File: config.mk
export PLATFORM = sky130hd
export DESIGN_NAME = radix_converter_flat
export DESIGN_NICKNAME = d
export VERILOG_FILES = /design/src/rc_pkg.sv /design/src/rc_in_if.sv /design/src/rc_out_if.sv /design/src/rc_cfg_if.sv /design/src/radix_converter.sv /design/src/rc_ctrl.sv /design/src/rc_dpath.sv /design/src/flat_wrapper.sv
export SDC_FILE = /design/constraint.sdc
export NUM_CORES = 2
export LEC_CHECK = 0
export BUFFER_PORTS_ARGS = -buffer_cell sky130_fd_sc_hd__buf_4
export CORE_MARGIN = 1
export CORE_UTILIZATION = 45
export DETAILED_ROUTE_END_ITERATION = 8
export SYNTH_ARGS = -nofsm -noshare
export SYNTH_HDL_FRONTEND = slang
export SYNTH_SLANG_ARGS = --single-unit
File: constraint.sdc
create_clock -name clk -period 8.3 [get_ports clk]
set_input_delay 0.415 -clock clk [delete_from_list [all_inputs] [get_ports clk]]
set_output_delay 0.415 -clock clk [all_outputs]
set_load 0.05 [all_outputs]
File: src/rc_pkg.sv
`default_nettype none
package rc_pkg;

    localparam int VALUE_BITS = 64;
    localparam int MAX_DIGITS = 64;

    localparam int BASE_W    = 6;
    localparam int CHAR_W    = 8;
    localparam int CFG_IDX_W = 1;
    localparam int CNT_W     = $clog2(MAX_DIGITS + 1);
    localparam int IDX_W     = $clog2(MAX_DIGITS);
    localparam int STEP_W    = $clog2(VALUE_BITS);

    typedef logic [VALUE_BITS-1:0] value_t;
    typedef logic [BASE_W-1:0]     base_t;
    typedef logic [CHAR_W-1:0]     char_t;
    typedef logic [CFG_IDX_W-1:0]  cfg_idx_t;

    localparam cfg_idx_t REG_SOURCE_BASE = cfg_idx_t'(0);
    localparam cfg_idx_t REG_TARGET_BASE = cfg_idx_t'(1);

    localparam base_t SOURCE_BASE_RESET = base_t'(10);
    localparam base_t TARGET_BASE_RESET = base_t'(16);
    localparam base_t BASE_MIN          = base_t'(2);
    localparam base_t BASE_MAX          = base_t'(36);
    localparam base_t DIGIT_TEN         = base_t'(10);

    localparam char_t CHAR_ZERO = 8'h30;
    localparam char_t CHAR_NINE = 8'h39;
    localparam char_t CHAR_A    = 8'h41;
    localparam char_t CHAR_Z    = 8'h5A;

    typedef struct packed {
        logic in_ready;
        logic acc_update;
        logic acc_clear;
        logic div_start;
        logic div_step;
        logic digit_wr;
        logic emit_init;
        logic rd_issue;
        logic out_load_echo;
        logic out_load_digit;
        logic ptr_dec;
        logic emit_done;
    } rc_cmd_t;

    typedef struct packed {
        logic echo;
        logic in_last;
        logic out_free;
        logic div_last_step;
        logic q_zero_after;
        logic count_full_after;
        logic ptr_zero;
    } rc_stat_t;

    function automatic base_t char_worth(input char_t c);
        base_t d;
        d = '0;
        if (c >= CHAR_ZERO && c <= CHAR_NINE)
        begin
            d = base_t'(c - CHAR_ZERO);
        end
        else if (c >= CHAR_A && c <= CHAR_Z)
        begin
            d = base_t'(c - CHAR_A) + DIGIT_TEN;
        end
        return d;
    endfunction

    function automatic char_t worth_char(input base_t d);
        char_t c;
        if (d < DIGIT_TEN)
        begin
            c = CHAR_ZERO + char_t'(d);
        end
        else
        begin
            c = CHAR_A + char_t'(d - DIGIT_TEN);
        end
        return c;
    endfunction

endpackage
`default_nettype wire

File: src/rc_in_if.sv
`default_nettype none
interface rc_in_if import rc_pkg::*; ();
    logic  valid;
    logic  ready;
    char_t char_code;
    logic  last_char;

    modport source (output valid, output char_code, output last_char, input ready);
    modport sink   (input valid, input char_code, input last_char, output ready);
endinterface
`default_nettype wire

File: src/rc_out_if.sv
`default_nettype none
interface rc_out_if import rc_pkg::*; ();
    logic  valid;
    logic  ready;
    char_t out_char;
    logic  out_last;

    modport source (output valid, output out_char, output out_last, input ready);
    modport sink   (input valid, input out_char, input out_last, output ready);
endinterface
`default_nettype wire

File: src/rc_cfg_if.sv
`default_nettype none
interface rc_cfg_if import rc_pkg::*; ();
    logic     valid;
    logic     ready;
    cfg_idx_t index;
    base_t    data;

    modport source (output valid, output index, output data, input ready);
    modport sink   (input valid, input index, input data, output ready);
endinterface
`default_nettype wire

File: src/radix_converter.sv
// channel  | role   | payload              | accepted when
// chars    | sink   | char_code, last_char | chars.valid & chars.ready
// digits   | source | out_char, out_last   | digits.valid & digits.ready
// cfg      | sink   | index, data          | cfg.valid & cfg.ready (always ready)
//
// characters are taken one per cycle while the value accumulates
// on a last character, when the bases differ and are valid, each output digit
// comes from the single restoring divider into the digit store, then is read back
// and emitted most significant first; the input is held until the last is emitted
// reset sets the bases to 10 and 16 and clears the accumulator
// a digit waiting in the output register stalls emission until digits.ready
`default_nettype none
module radix_converter import rc_pkg::*;
(
    input  wire logic clk,
    input  wire logic rst_n,
    rc_in_if.sink     chars,
    rc_out_if.source  digits,
    rc_cfg_if.sink    cfg
);

    rc_cmd_t  cmd;
    rc_stat_t stat;
    logic     out_valid;
    char_t    out_char;
    logic     out_last;

    rc_ctrl u_ctrl (
        .clk      (clk),
        .rst_n    (rst_n),
        .in_valid (chars.valid),
        .stat     (stat),
        .cmd      (cmd)
    );

    rc_dpath u_dpath (
        .clk       (clk),
        .rst_n     (rst_n),
        .cmd       (cmd),
        .stat      (stat),
        .in_char   (chars.char_code),
        .in_last   (chars.last_char),
        .cfg_we    (cfg.valid),
        .cfg_index (cfg.index),
        .cfg_data  (cfg.data),
        .out_ready (digits.ready),
        .out_valid (out_valid),
        .out_char  (out_char),
        .out_last  (out_last)
    );

    assign chars.ready     = cmd.in_ready;
    assign cfg.ready       = 1'b1;
    assign digits.valid    = out_valid;
    assign digits.out_char = out_char;
    assign digits.out_last = out_last;

endmodule
`default_nettype wire

File: src/rc_ctrl.sv
`default_nettype none
module rc_ctrl import rc_pkg::*;
(
    input  wire logic     clk,
    input  wire logic     rst_n,
    input  wire logic     in_valid,
    input  wire rc_stat_t stat,
    output rc_cmd_t       cmd
);

    localparam logic [1:0] S_IDLE = 2'd0;
    localparam logic [1:0] S_DIV  = 2'd1;
    localparam logic [1:0] S_RD   = 2'd2;
    localparam logic [1:0] S_EMIT = 2'd3;

    logic [1:0] state_reg;
    logic [1:0] state_next;
    logic       fire;

    always_ff @(posedge clk or negedge rst_n)
    begin
        if (!rst_n)
        begin
            state_reg <= S_IDLE;
        end
        else
        begin
            state_reg <= state_next;
        end
    end

    always_comb
    begin
        cmd        = '0;
        state_next = state_reg;
        fire       = 1'b0;
        unique case (state_reg)
            S_IDLE:
            begin
                cmd.in_ready = stat.echo ? stat.out_free : 1'b1;
                fire         = in_valid && cmd.in_ready;
                if (fire)
                begin
                    if (stat.echo)
                    begin
                        cmd.out_load_echo = 1'b1;
                        cmd.acc_clear     = stat.in_last;
                    end
                    else if (stat.in_last)
                    begin
                        cmd.div_start = 1'b1;
                        cmd.acc_clear = 1'b1;
                        state_next    = S_DIV;
                    end
                    else
                    begin
                        cmd.acc_update = 1'b1;
                    end
                end
            end
            S_DIV:
            begin
                cmd.div_step = 1'b1;
                if (stat.div_last_step)
                begin
                    cmd.digit_wr = 1'b1;
                    if (stat.q_zero_after || stat.count_full_after)
                    begin
                        cmd.emit_init = 1'b1;
                        state_next    = S_RD;
                    end
                end
            end
            S_RD:
            begin
                cmd.rd_issue = 1'b1;
                state_next   = S_EMIT;
            end
            S_EMIT:
            begin
                if (stat.out_free)
                begin
                    cmd.out_load_digit = 1'b1;
                    if (stat.ptr_zero)
                    begin
                        cmd.emit_done = 1'b1;
                        state_next    = S_IDLE;
                    end
                    else
                    begin
                        cmd.ptr_dec = 1'b1;
                        state_next  = S_RD;
                    end
                end
            end
            default:
            begin
                state_next = S_IDLE;
            end
        endcase
    end

endmodule
`default_nettype wire

File: src/rc_dpath.sv
`default_nettype none
module rc_dpath import rc_pkg::*;
(
    input  wire logic     clk,
    input  wire logic     rst_n,
    input  wire rc_cmd_t  cmd,
    output rc_stat_t      stat,
    input  wire char_t    in_char,
    input  wire logic     in_last,
    input  wire logic     cfg_we,
    input  wire cfg_idx_t cfg_index,
    input  wire base_t    cfg_data,
    input  wire logic     out_ready,
    output logic          out_valid,
    output char_t         out_char,
    output logic          out_last
);

    base_t                    source_base_reg;
    base_t                    target_base_reg;
    value_t                   acc_reg;
    value_t                   acc_next;
    logic [VALUE_BITS+BASE_W-1:0] prod;
    value_t                   q_reg;
    value_t                   q_step;
    base_t                    r_reg;
    base_t                    r_step;
    logic [BASE_W:0]          trial;
    logic                     trial_ge;
    logic [STEP_W-1:0]        step_reg;
    logic [CNT_W-1:0]         count_reg;
    logic [IDX_W-1:0]         ptr_reg;
    base_t                    digit_mem [MAX_DIGITS];
    base_t                    rd_data_reg;
    logic                     out_valid_reg;
    char_t                    out_char_reg;
    logic                     out_last_reg;
    logic                     src_ok;
    logic                     tgt_ok;

    // configuration registers
    always_ff @(posedge clk or negedge rst_n)
    begin
        if (!rst_n)
        begin
            source_base_reg <= SOURCE_BASE_RESET;
            target_base_reg <= TARGET_BASE_RESET;
        end
        else if (cfg_we)
        begin
            unique case (cfg_index)
                REG_SOURCE_BASE: source_base_reg <= cfg_data;
                REG_TARGET_BASE: target_base_reg <= cfg_data;
                default:         ;
            endcase
        end
    end

    assign src_ok = (source_base_reg >= BASE_MIN) && (source_base_reg <= BASE_MAX);
    assign tgt_ok = (target_base_reg >= BASE_MIN) && (target_base_reg <= BASE_MAX);

    // accumulator
    assign prod     = acc_reg * source_base_reg;
    assign acc_next = prod[VALUE_BITS-1:0] + VALUE_BITS'(char_worth(in_char));

    always_ff @(posedge clk or negedge rst_n)
    begin
        if (!rst_n)
        begin
            acc_reg <= '0;
        end
        else if (cmd.acc_clear)
        begin
            acc_reg <= '0;
        end
        else if (cmd.acc_update)
        begin
            acc_reg <= acc_next;
        end
    end

    // restoring divider, one quotient bit a cycle
    assign trial    = {r_reg, q_reg[VALUE_BITS-1]};
    assign trial_ge = trial >= {1'b0, target_base_reg};
    assign r_step   = trial_ge ? base_t'(trial - {1'b0, target_base_reg}) : trial[BASE_W-1:0];
    assign q_step   = {q_reg[VALUE_BITS-2:0], trial_ge};

    always_ff @(posedge clk)
    begin
        if (cmd.div_start)
        begin
            q_reg <= acc_next;
            r_reg <= '0;
        end
        else if (cmd.div_step)
        begin
            q_reg <= q_step;
            r_reg <= stat.div_last_step ? base_t'(0) : r_step;
        end
    end

    always_ff @(posedge clk or negedge rst_n)
    begin
        if (!rst_n)
        begin
            step_reg  <= '0;
            count_reg <= '0;
            ptr_reg   <= '0;
        end
        else
        begin
            if (cmd.div_start)
            begin
                step_reg  <= '0;
                count_reg <= '0;
            end
            else if (cmd.div_step)
            begin
                step_reg <= stat.div_last_step ? STEP_W'(0) : step_reg + STEP_W'(1);
                if (cmd.digit_wr)
                begin
                    count_reg <= count_reg + CNT_W'(1);
                end
            end
            else if (cmd.emit_done)
            begin
                count_reg <= '0;
            end
            if (cmd.emit_init)
            begin
                ptr_reg <= count_reg[IDX_W-1:0];
            end
            else if (cmd.ptr_dec)
            begin
                ptr_reg <= ptr_reg - IDX_W'(1);
            end
        end
    end

    // digit store
    always_ff @(posedge clk)
    begin
        if (cmd.digit_wr)
        begin
            digit_mem[count_reg[IDX_W-1:0]] <= r_step;
        end
        if (cmd.rd_issue)
        begin
            rd_data_reg <= digit_mem[ptr_reg];
        end
    end

    // output register
    always_ff @(posedge clk or negedge rst_n)
    begin
        if (!rst_n)
        begin
            out_valid_reg <= 1'b0;
        end
        else if (cmd.out_load_echo || cmd.out_load_digit)
        begin
            out_valid_reg <= 1'b1;
        end
        else if (out_ready)
        begin
            out_valid_reg <= 1'b0;
        end
    end

    always_ff @(posedge clk)
    begin
        if (cmd.out_load_echo)
        begin
            out_char_reg <= in_char;
            out_last_reg <= in_last;
        end
        else if (cmd.out_load_digit)
        begin
            out_char_reg <= worth_char(rd_data_reg);
            out_last_reg <= (ptr_reg == '0);
        end
    end

    assign out_valid = out_valid_reg;
    assign out_char  = out_char_reg;
    assign out_last  = out_last_reg;

    always_comb
    begin
        stat.echo             = (source_base_reg == target_base_reg) || !src_ok || !tgt_ok;
        stat.in_last          = in_last;
        stat.out_free         = !out_valid_reg || out_ready;
        stat.div_last_step    = (step_reg == STEP_W'(VALUE_BITS - 1));
        stat.q_zero_after     = (q_step == '0);
        stat.count_full_after = (count_reg + CNT_W'(1) == CNT_W'(MAX_DIGITS));
        stat.ptr_zero         = (ptr_reg == '0);
    end

endmodule
`default_nettype wire
File: src/flat_wrapper.sv
// flat-port wrapper written by rule: the top's interface ports become plain ports
module radix_converter_flat import rc_pkg::*;
  (clk, rst_n, chars_valid, chars_char_code, chars_last_char, chars_ready, digits_valid, digits_out_char, digits_out_last, digits_ready, cfg_valid, cfg_index, cfg_data, cfg_ready);
  rc_in_if chars_i ();
  rc_out_if digits_i ();
  rc_cfg_if cfg_i ();
  input  wire logic clk;
  input  wire logic rst_n;
  input wire logic [$bits(chars_i.valid)-1:0] chars_valid;
  input wire logic [$bits(chars_i.char_code)-1:0] chars_char_code;
  input wire logic [$bits(chars_i.last_char)-1:0] chars_last_char;
  output wire logic [$bits(chars_i.ready)-1:0] chars_ready;
  output wire logic [$bits(digits_i.valid)-1:0] digits_valid;
  output wire logic [$bits(digits_i.out_char)-1:0] digits_out_char;
  output wire logic [$bits(digits_i.out_last)-1:0] digits_out_last;
  input wire logic [$bits(digits_i.ready)-1:0] digits_ready;
  input wire logic [$bits(cfg_i.valid)-1:0] cfg_valid;
  input wire logic [$bits(cfg_i.index)-1:0] cfg_index;
  input wire logic [$bits(cfg_i.data)-1:0] cfg_data;
  output wire logic [$bits(cfg_i.ready)-1:0] cfg_ready;
  assign chars_i.valid = chars_valid;
  assign chars_i.char_code = chars_char_code;
  assign chars_i.last_char = chars_last_char;
  assign chars_ready = chars_i.ready;
  assign digits_valid = digits_i.valid;
  assign digits_out_char = digits_i.out_char;
  assign digits_out_last = digits_i.out_last;
  assign digits_i.ready = digits_ready;
  assign cfg_i.valid = cfg_valid;
  assign cfg_i.index = cfg_index;
  assign cfg_i.data = cfg_data;
  assign cfg_ready = cfg_i.ready;
  radix_converter u_core (.clk(clk), .rst_n(rst_n), .chars(chars_i), .digits(digits_i), .cfg(cfg_i));
endmodule
* Word level (Yosys, flattened, before mapping)
Memory sizes are Yosys's and may differ from the RTL's. A register that Yosys moved wholly into a read port is not among the register bits.
Cells that the tools add are included.
** Word-level totals
- Bits in registers :: 177
- Bits in writable memories :: 384
- Word-level logic and storage cells :: 128
- Memories :: 1
** Memory list
- u_core.u_dpath.digit_mem :: words 64, bits a word 6, rd ports 1, clocked after Yosys merged registers in 1, write ports 1, line rc_dpath.sv:33 : base_t digit_mem [MAX_DIGITS];
** Cells by class
- Add/sub/neg operators :: 11
- Multiply operators :: 1
- Magnitude comparators :: 10
- Equal/unequal tests :: 13
- Multiplexer cells :: 53
- Bitwise gates (word level) :: 1
- Reduce and logical (&&, ||, !) cells :: 26
** Operators with widths (number)
- $mux 64 :: 4
- $add 64x6->64 :: 1
- $logic_not 64->1 :: 1
- $mul 64x6->64 :: 1
- $mux 6 :: 9
- $mux 7 :: 4
- $mux 8 :: 3
- $mux 1 :: 18
- $mux 2 :: 9
- $ge 6x2->1 const B :: 2
- $le 6x6->1 const B :: 2
- $mux 3 :: 4
- $ne 2x2->1 const B :: 6
- $sub 6x1->6 const B :: 2
- $reduce_bool 2->1 :: 5
- $add 7x8->8 const A :: 1
- $ge 8x6->1 const B :: 1
- $ge 8x7->1 const B :: 1
- $le 8x6->1 const B :: 1
- $le 8x7->1 const B :: 1
- $pmux 2 s4 :: 1
- $add 6x6->7 const A :: 1
- $add 7x1->7 const B :: 1
- $eq 7x7->1 const B :: 1
- other kinds (22) :: 35

* Depth between registers and ports, before layout
- Word-level depth :: 11
- Mapped depth :: 22

* Cells and area by module
From an unflattened synthesis, not the netlist that was laid out.
** Second synthesis, totals
- Cells, all modules :: 2713
- Area, all modules :: 35895.7 um^2
** By module, submodules not included
- rc_dpath :: times used 1, cells an instance 2688, area each 35685.5 um^2, sequential area each 16429.5 um^2
- rc_ctrl :: times used 1, cells an instance 23, area each 198.9 um^2, sequential area each 50.0 um^2
- radix_converter :: times used 1, cells an instance 2, area each 11.3 um^2, sequential area each 0.0 um^2

* Least setup slack after synthesis
Ideal clock, no wire load.
- Path type :: reg-to-reg
- Start point :: register u_core.u_dpath.source_base_reg[3]
- End point :: register u_core.u_dpath.q_reg[54] (data pin)
- Setup time :: 0.260 ns
- Arrival :: 5.431 ns
- Setup slack :: 2.609 ns
- Cell stages (with the launch flop) :: 22
- Buffers on the path :: 2
- Clock period less this slack :: 5.691 ns
- Cell sequence :: dfstp_2 clkbuf_1 clkbuf_1 nand2_1 fa_1 fa_1 inv_1 fa_1 inv_1 fa_1 inv_1 ha_1 nand3_1 nor2_1 o211ai_1 o211ai_2 a31oi_2 or4_4 o211ai_2 a41oi_1 xnor2_1 mux2_2
** On the way
- Longest elaborated chain between the ends :: 10
- Elaborated cells between the ends (all ways) :: 15
- Classes of those cells :: add/sub: 1; mul: 1; order compare: 2; eq/ne: 1; mux: 5; reduce/logical: 5
** Ends and longest elaborated chain
- from (decl) :: line rc_dpath.sv:19 : base_t source_base_reg;
- from (signal assigned) :: line rc_dpath.sv:52 : REG_SOURCE_BASE: source_base_reg <= cfg_data;
- parallel branches: the longest is 9 deep, another holds $mul 64x6->64
- $mux 64 (*) :: line rc_dpath.sv:90 : if (cmd.div_start)
- to (signal assigned) :: line rc_dpath.sv:92 : q_reg <= acc_next;
- to (signal assigned) :: line rc_dpath.sv:97 : q_reg <= q_step;
- to (decl) :: line rc_dpath.sv:24 : value_t q_reg;
Mark *: on every way between the ends.
A chain may end at the register's enable or synchronous reset.

* Worst setup path in the final report
- Start point :: register u_core.u_dpath.source_base_reg[1]
- End point :: register u_core.u_dpath.q_reg[58] (data pin)
Same word-level chain as after synthesis.

==> results.yml <==
synthesis:
  synth_xor_area_share_pct: 2.29
  synth_top_family_by_area: "adder cells"
  synth-compound-area-share_pct: 8.65
  synthCells: 2792
  synth-edff-count: 463
  synth_cell_type_count: 89
  yosysMostFrequentCell: "edfxtp_1"
  synthTopCellsByCount: "463 x edfxtp_1, 337 x and2_1, 241 x fa_1, 177 x nor2_1, 154 x nand2_1"
  netlist_area_um2: 35600
  synthFlopType: "edfxtp_1"
  yosysSeqAreaShare_pct: 46.3
  async_reset_ff_share_pct: 17.3
  yosysWarningCount: 0
  ys_ff_latch: 567
  synth.net_count: 3203
  yosysTopAreaCell: "edfxtp_1"
  synth.area.top_cells: "edfxtp_1 39%, fa_1 14%, dfrtp_1 6.7%"
  synth_top_area_share_pct: 39.0
  muxShareOfSynthArea_pct: 8.91
  avgSynthCellArea_um2: 12.8
  synth-simple-area-share_pct: 12.4
  synth_adder_area_share_pct: 18.8
setup_path:
  r2r-start: "u_core.u_dpath.source_base_reg[1]$_DFFE_PN1P_"
  crit_path_start_kind: "flip-flop"
  worstPathArrival_ns: 6.97
  cp_slowest_cell: "dfstp_2"
  cp_max_fo: 48
  worstPathRequired_ns: 8.67
  cp-end-kind: "flip-flop"
  path_class: "reg2reg"
  reg2reg_to: "u_core.u_dpath.q_reg[58]$_DFFE_PP_"
  worstSetupStartpoint: "u_core.u_dpath.source_base_reg[1]$_DFFE_PN1P_"
  cp_cell_sequence: "and2_1, fa_1, inv_1, fa_1, inv_1, fa_1, inv_1, fa_1, inv_1, ha_1, a21oi_1, nand2_1, o211ai_1, a211oi_1, o31ai_2, o21ai_1, a21boi_2, o21ai_1, xor2_1, mux2_2"
  reg2reg_slack_ns: 1.71
  ff2ff_path_depth: 20
  critPathMaxStageDelay_ns: 1.21
  endpoint: "u_core.u_dpath.q_reg[58]$_DFFE_PP_"
placed_design:
  gp_congestion: 0.925
  place_hpwl_um: 58600
  preCtsSetupSlack_ns: 1.73
  port_buffers: 31
timing:
  setup_viol_count_final: 0
  slew_headroom_pct: 28.9
  whs_ns: 0.0681
  tns_ns: 0
  fmax_ghz: 0.152
  clock_skew_ns: 0.0366
  post-route-min-period_ns: 6.59
  rsz0062_at_grt: "no"
  finalWorstSetupSlack_ns: 1.71
  hold_violations: 0
  fin_crit_sh_pct: 79.4
  tightestPinTransition_ns: 1.07
  finalMaxSlewViolations: 0
run:
  drv_cap: 0
finish:
  largest_reg_flops: 384
  syn2layout_area_growth_pct: 8.75
  drive_gt1_share_pct: 12.1
  nets: 3165
  antenna_cells: 0
  fin_util_pct: 49.7
floorplan:
  start_util_pct: 45.7
  rows: 102
  dieHeight_um: 283
  die_w_um: 283
  ios: 33
  core_area_um2: 77800
  dieArea_um2: 80300
clocking:
  cts_resized: 0
  cts_buffers: 58
  cts.clk_slew.worst_paths_ns: 0.07
  cts_max_level: 2
  post_cts_buffers: 0
  worstSkewPairLatency_ns: 0.65
  cts.path.max_buffers: 3
  cts.sinks: 567
  cts_root_buffer: "clkbuf_16"
  cts_tree: "done"
drt:
  drt-initial-drc-count: 1639
  wl_um: 85200
  firstDrtPassIters: 5
  ant_nets: 0
  dr_total_vias: 22300
  post-route-drc-count: 0
  wl_per_cell_um: 22.2
  viasPerCell: 5.80
run_status:
  status: "complete, no violations"
worst_hold_path:
  worstHoldStart: "chars_char_code[6]"
  holdCritPathClass: "in2reg"
pwr:
  total_leakage_power_nw: 15.7
  p_per_area_nw_per_um2: 261
  swShare_pct: 34.6
  cellInternalPower_mw: 6.60
  seqPwrFrac_pct: 43.2
  power.switching_mw: 3.49
  combPwrFrac_pct: 30.2
  peakVddDrop_uv: 227
  clkPwrFrac_pct: 26.5
grt:
  grt_pass1_wl_um: 137000
  grt_pass1_vias: 23800
  grt_usage_pct: 21.6
  grt_max_degree: 66
  overflow: 0
  antenna_found_initial: 2
## what timing repair did
item | in CTS | in global routing
hold buffers | 1 | 0
setup endpoints to repair | 0 | 0
hold endpoints to repair | 50 | 0
## per-layer routing
layer | share of wire, % | wire length [µm] | vias to the layer above | track usage (%)
li1 | - | - | 10000 | -
met2 | 49 | 41900 | 584 | 36.5
met5 | 0 | 0 | - | 0
met1 | 43 | 37000 | 11500 | 29.4
met3 | 4.5 | 3850 | 161 | 2.39
met4 | 2.8 | 2400 | 0 | 6.72
## area by class of cell
class	count	area, µm²
clock buffers	70	1520
clock inverters	37	430
fillers	6767	39100
inverters	87	327
multi-input cells	1984	18200
flip-flops and latches	567	16500
well taps	1040	1300
repair buffers	56	423
## power by group through the flow
stage / clock (mW) / sequential [mW] / combinational [mW]
2_1_floorplan: 0 / 4.30 / 2.07
3_3_place_gp: 0 / 4.41 / 3.00
3_5_place_dp: 0 / 4.42 / 3.07
4_1_cts: 2.73 / 4.36 / 3.09
5_1_grt: 2.84 / 4.41 / 3.32
6_report: 2.68 / 4.36 / 3.05
## per-stage QoR
step           total power [mW]  area [µm²]  std cells
5_1_grt                    10.6       38700       3841
4_1_cts                    10.2       38700       3841
6_report                   10.1       38700       3841
3_5_place_dp               7.49       36800       3733
2_1_floorplan              6.37       35600       2792
3_3_place_gp               7.41       36800       3733
## how the worst min path moves through the flow
stage | to | depth (start not counted)
floorplan | u_core.u_ctrl.state_reg[0]$_DFFE_PN0P_ | 0
global placement | u_core.u_dpath.r_reg[5]$_SDFFE_PP0P_ | 1
detailed placement | u_core.u_dpath.r_reg[5]$_SDFFE_PP0P_ | 1
CTS | u_core.u_dpath.out_char[6]$_DFFE_PP_ | 3
global route | u_core.u_dpath.target_base_reg[3]$_DFFE_PN0P_ | 2
finish | u_core.u_dpath.out_char[6]$_DFFE_PP_ | 3
## critical path, delay by kind of cell, from the launching register on
family | cells | cell delay (ns)
AO/OA/AOI/OAI | 7 | 2.07
XOR/XNOR | 1 | 0.18
adder cells (fa/ha/maj) | 5 | 1.91
buffers and inverters | 4 | 0.31
flip-flops | 1 | 1.21
multiplexers | 1 | 0.28
AND/OR/NAND/NOR | 2 | 0.37
## logic make-up (layout without fill, tap and decap cells)
group | after synthesis | after routing
buffers and inverters | 241 | 250
other | 1 | 1
XOR/XNOR | 93 | 93
multiplexers | 210 | 210
AO/OA/AOI/OAI | 452 | 452
adder cells (fa/ha/maj) | 390 | 390
AND/OR/NAND/NOR | 838 | 838
flip-flops | 567 | 567
## layout by cell type, fill, tap and decap left out, types with 7 or more instances in the layout
cell,instances
nand3_1,26
o22ai_1,18
nand4_1,29
nand2b_1,11
edfxtp_1,463
xnor2_1,59
o21ai_0,96
nor4_1,22
ha_1,149
clkbuf_16,59
a21oi_1,105
xor2_1,34
mux2_2,72
dfrtp_1,90
mux4_2,78
nor2b_1,12
or2_2,9
a31oi_1,18
mux2i_1,59
nand2_1,153
o31ai_1,9
nor2_1,177
a22o_1,68
inv_1,86
clkinv_1,12
nor3_1,21
o221ai_1,17
buf_4,55
and2_1,337
a21o_1,32
o21bai_1,13
fa_1,241
clkbuf_1,11
and3_1,11
bufinv_16,7
No activity file was read; power rests on OpenSTA's default activity.
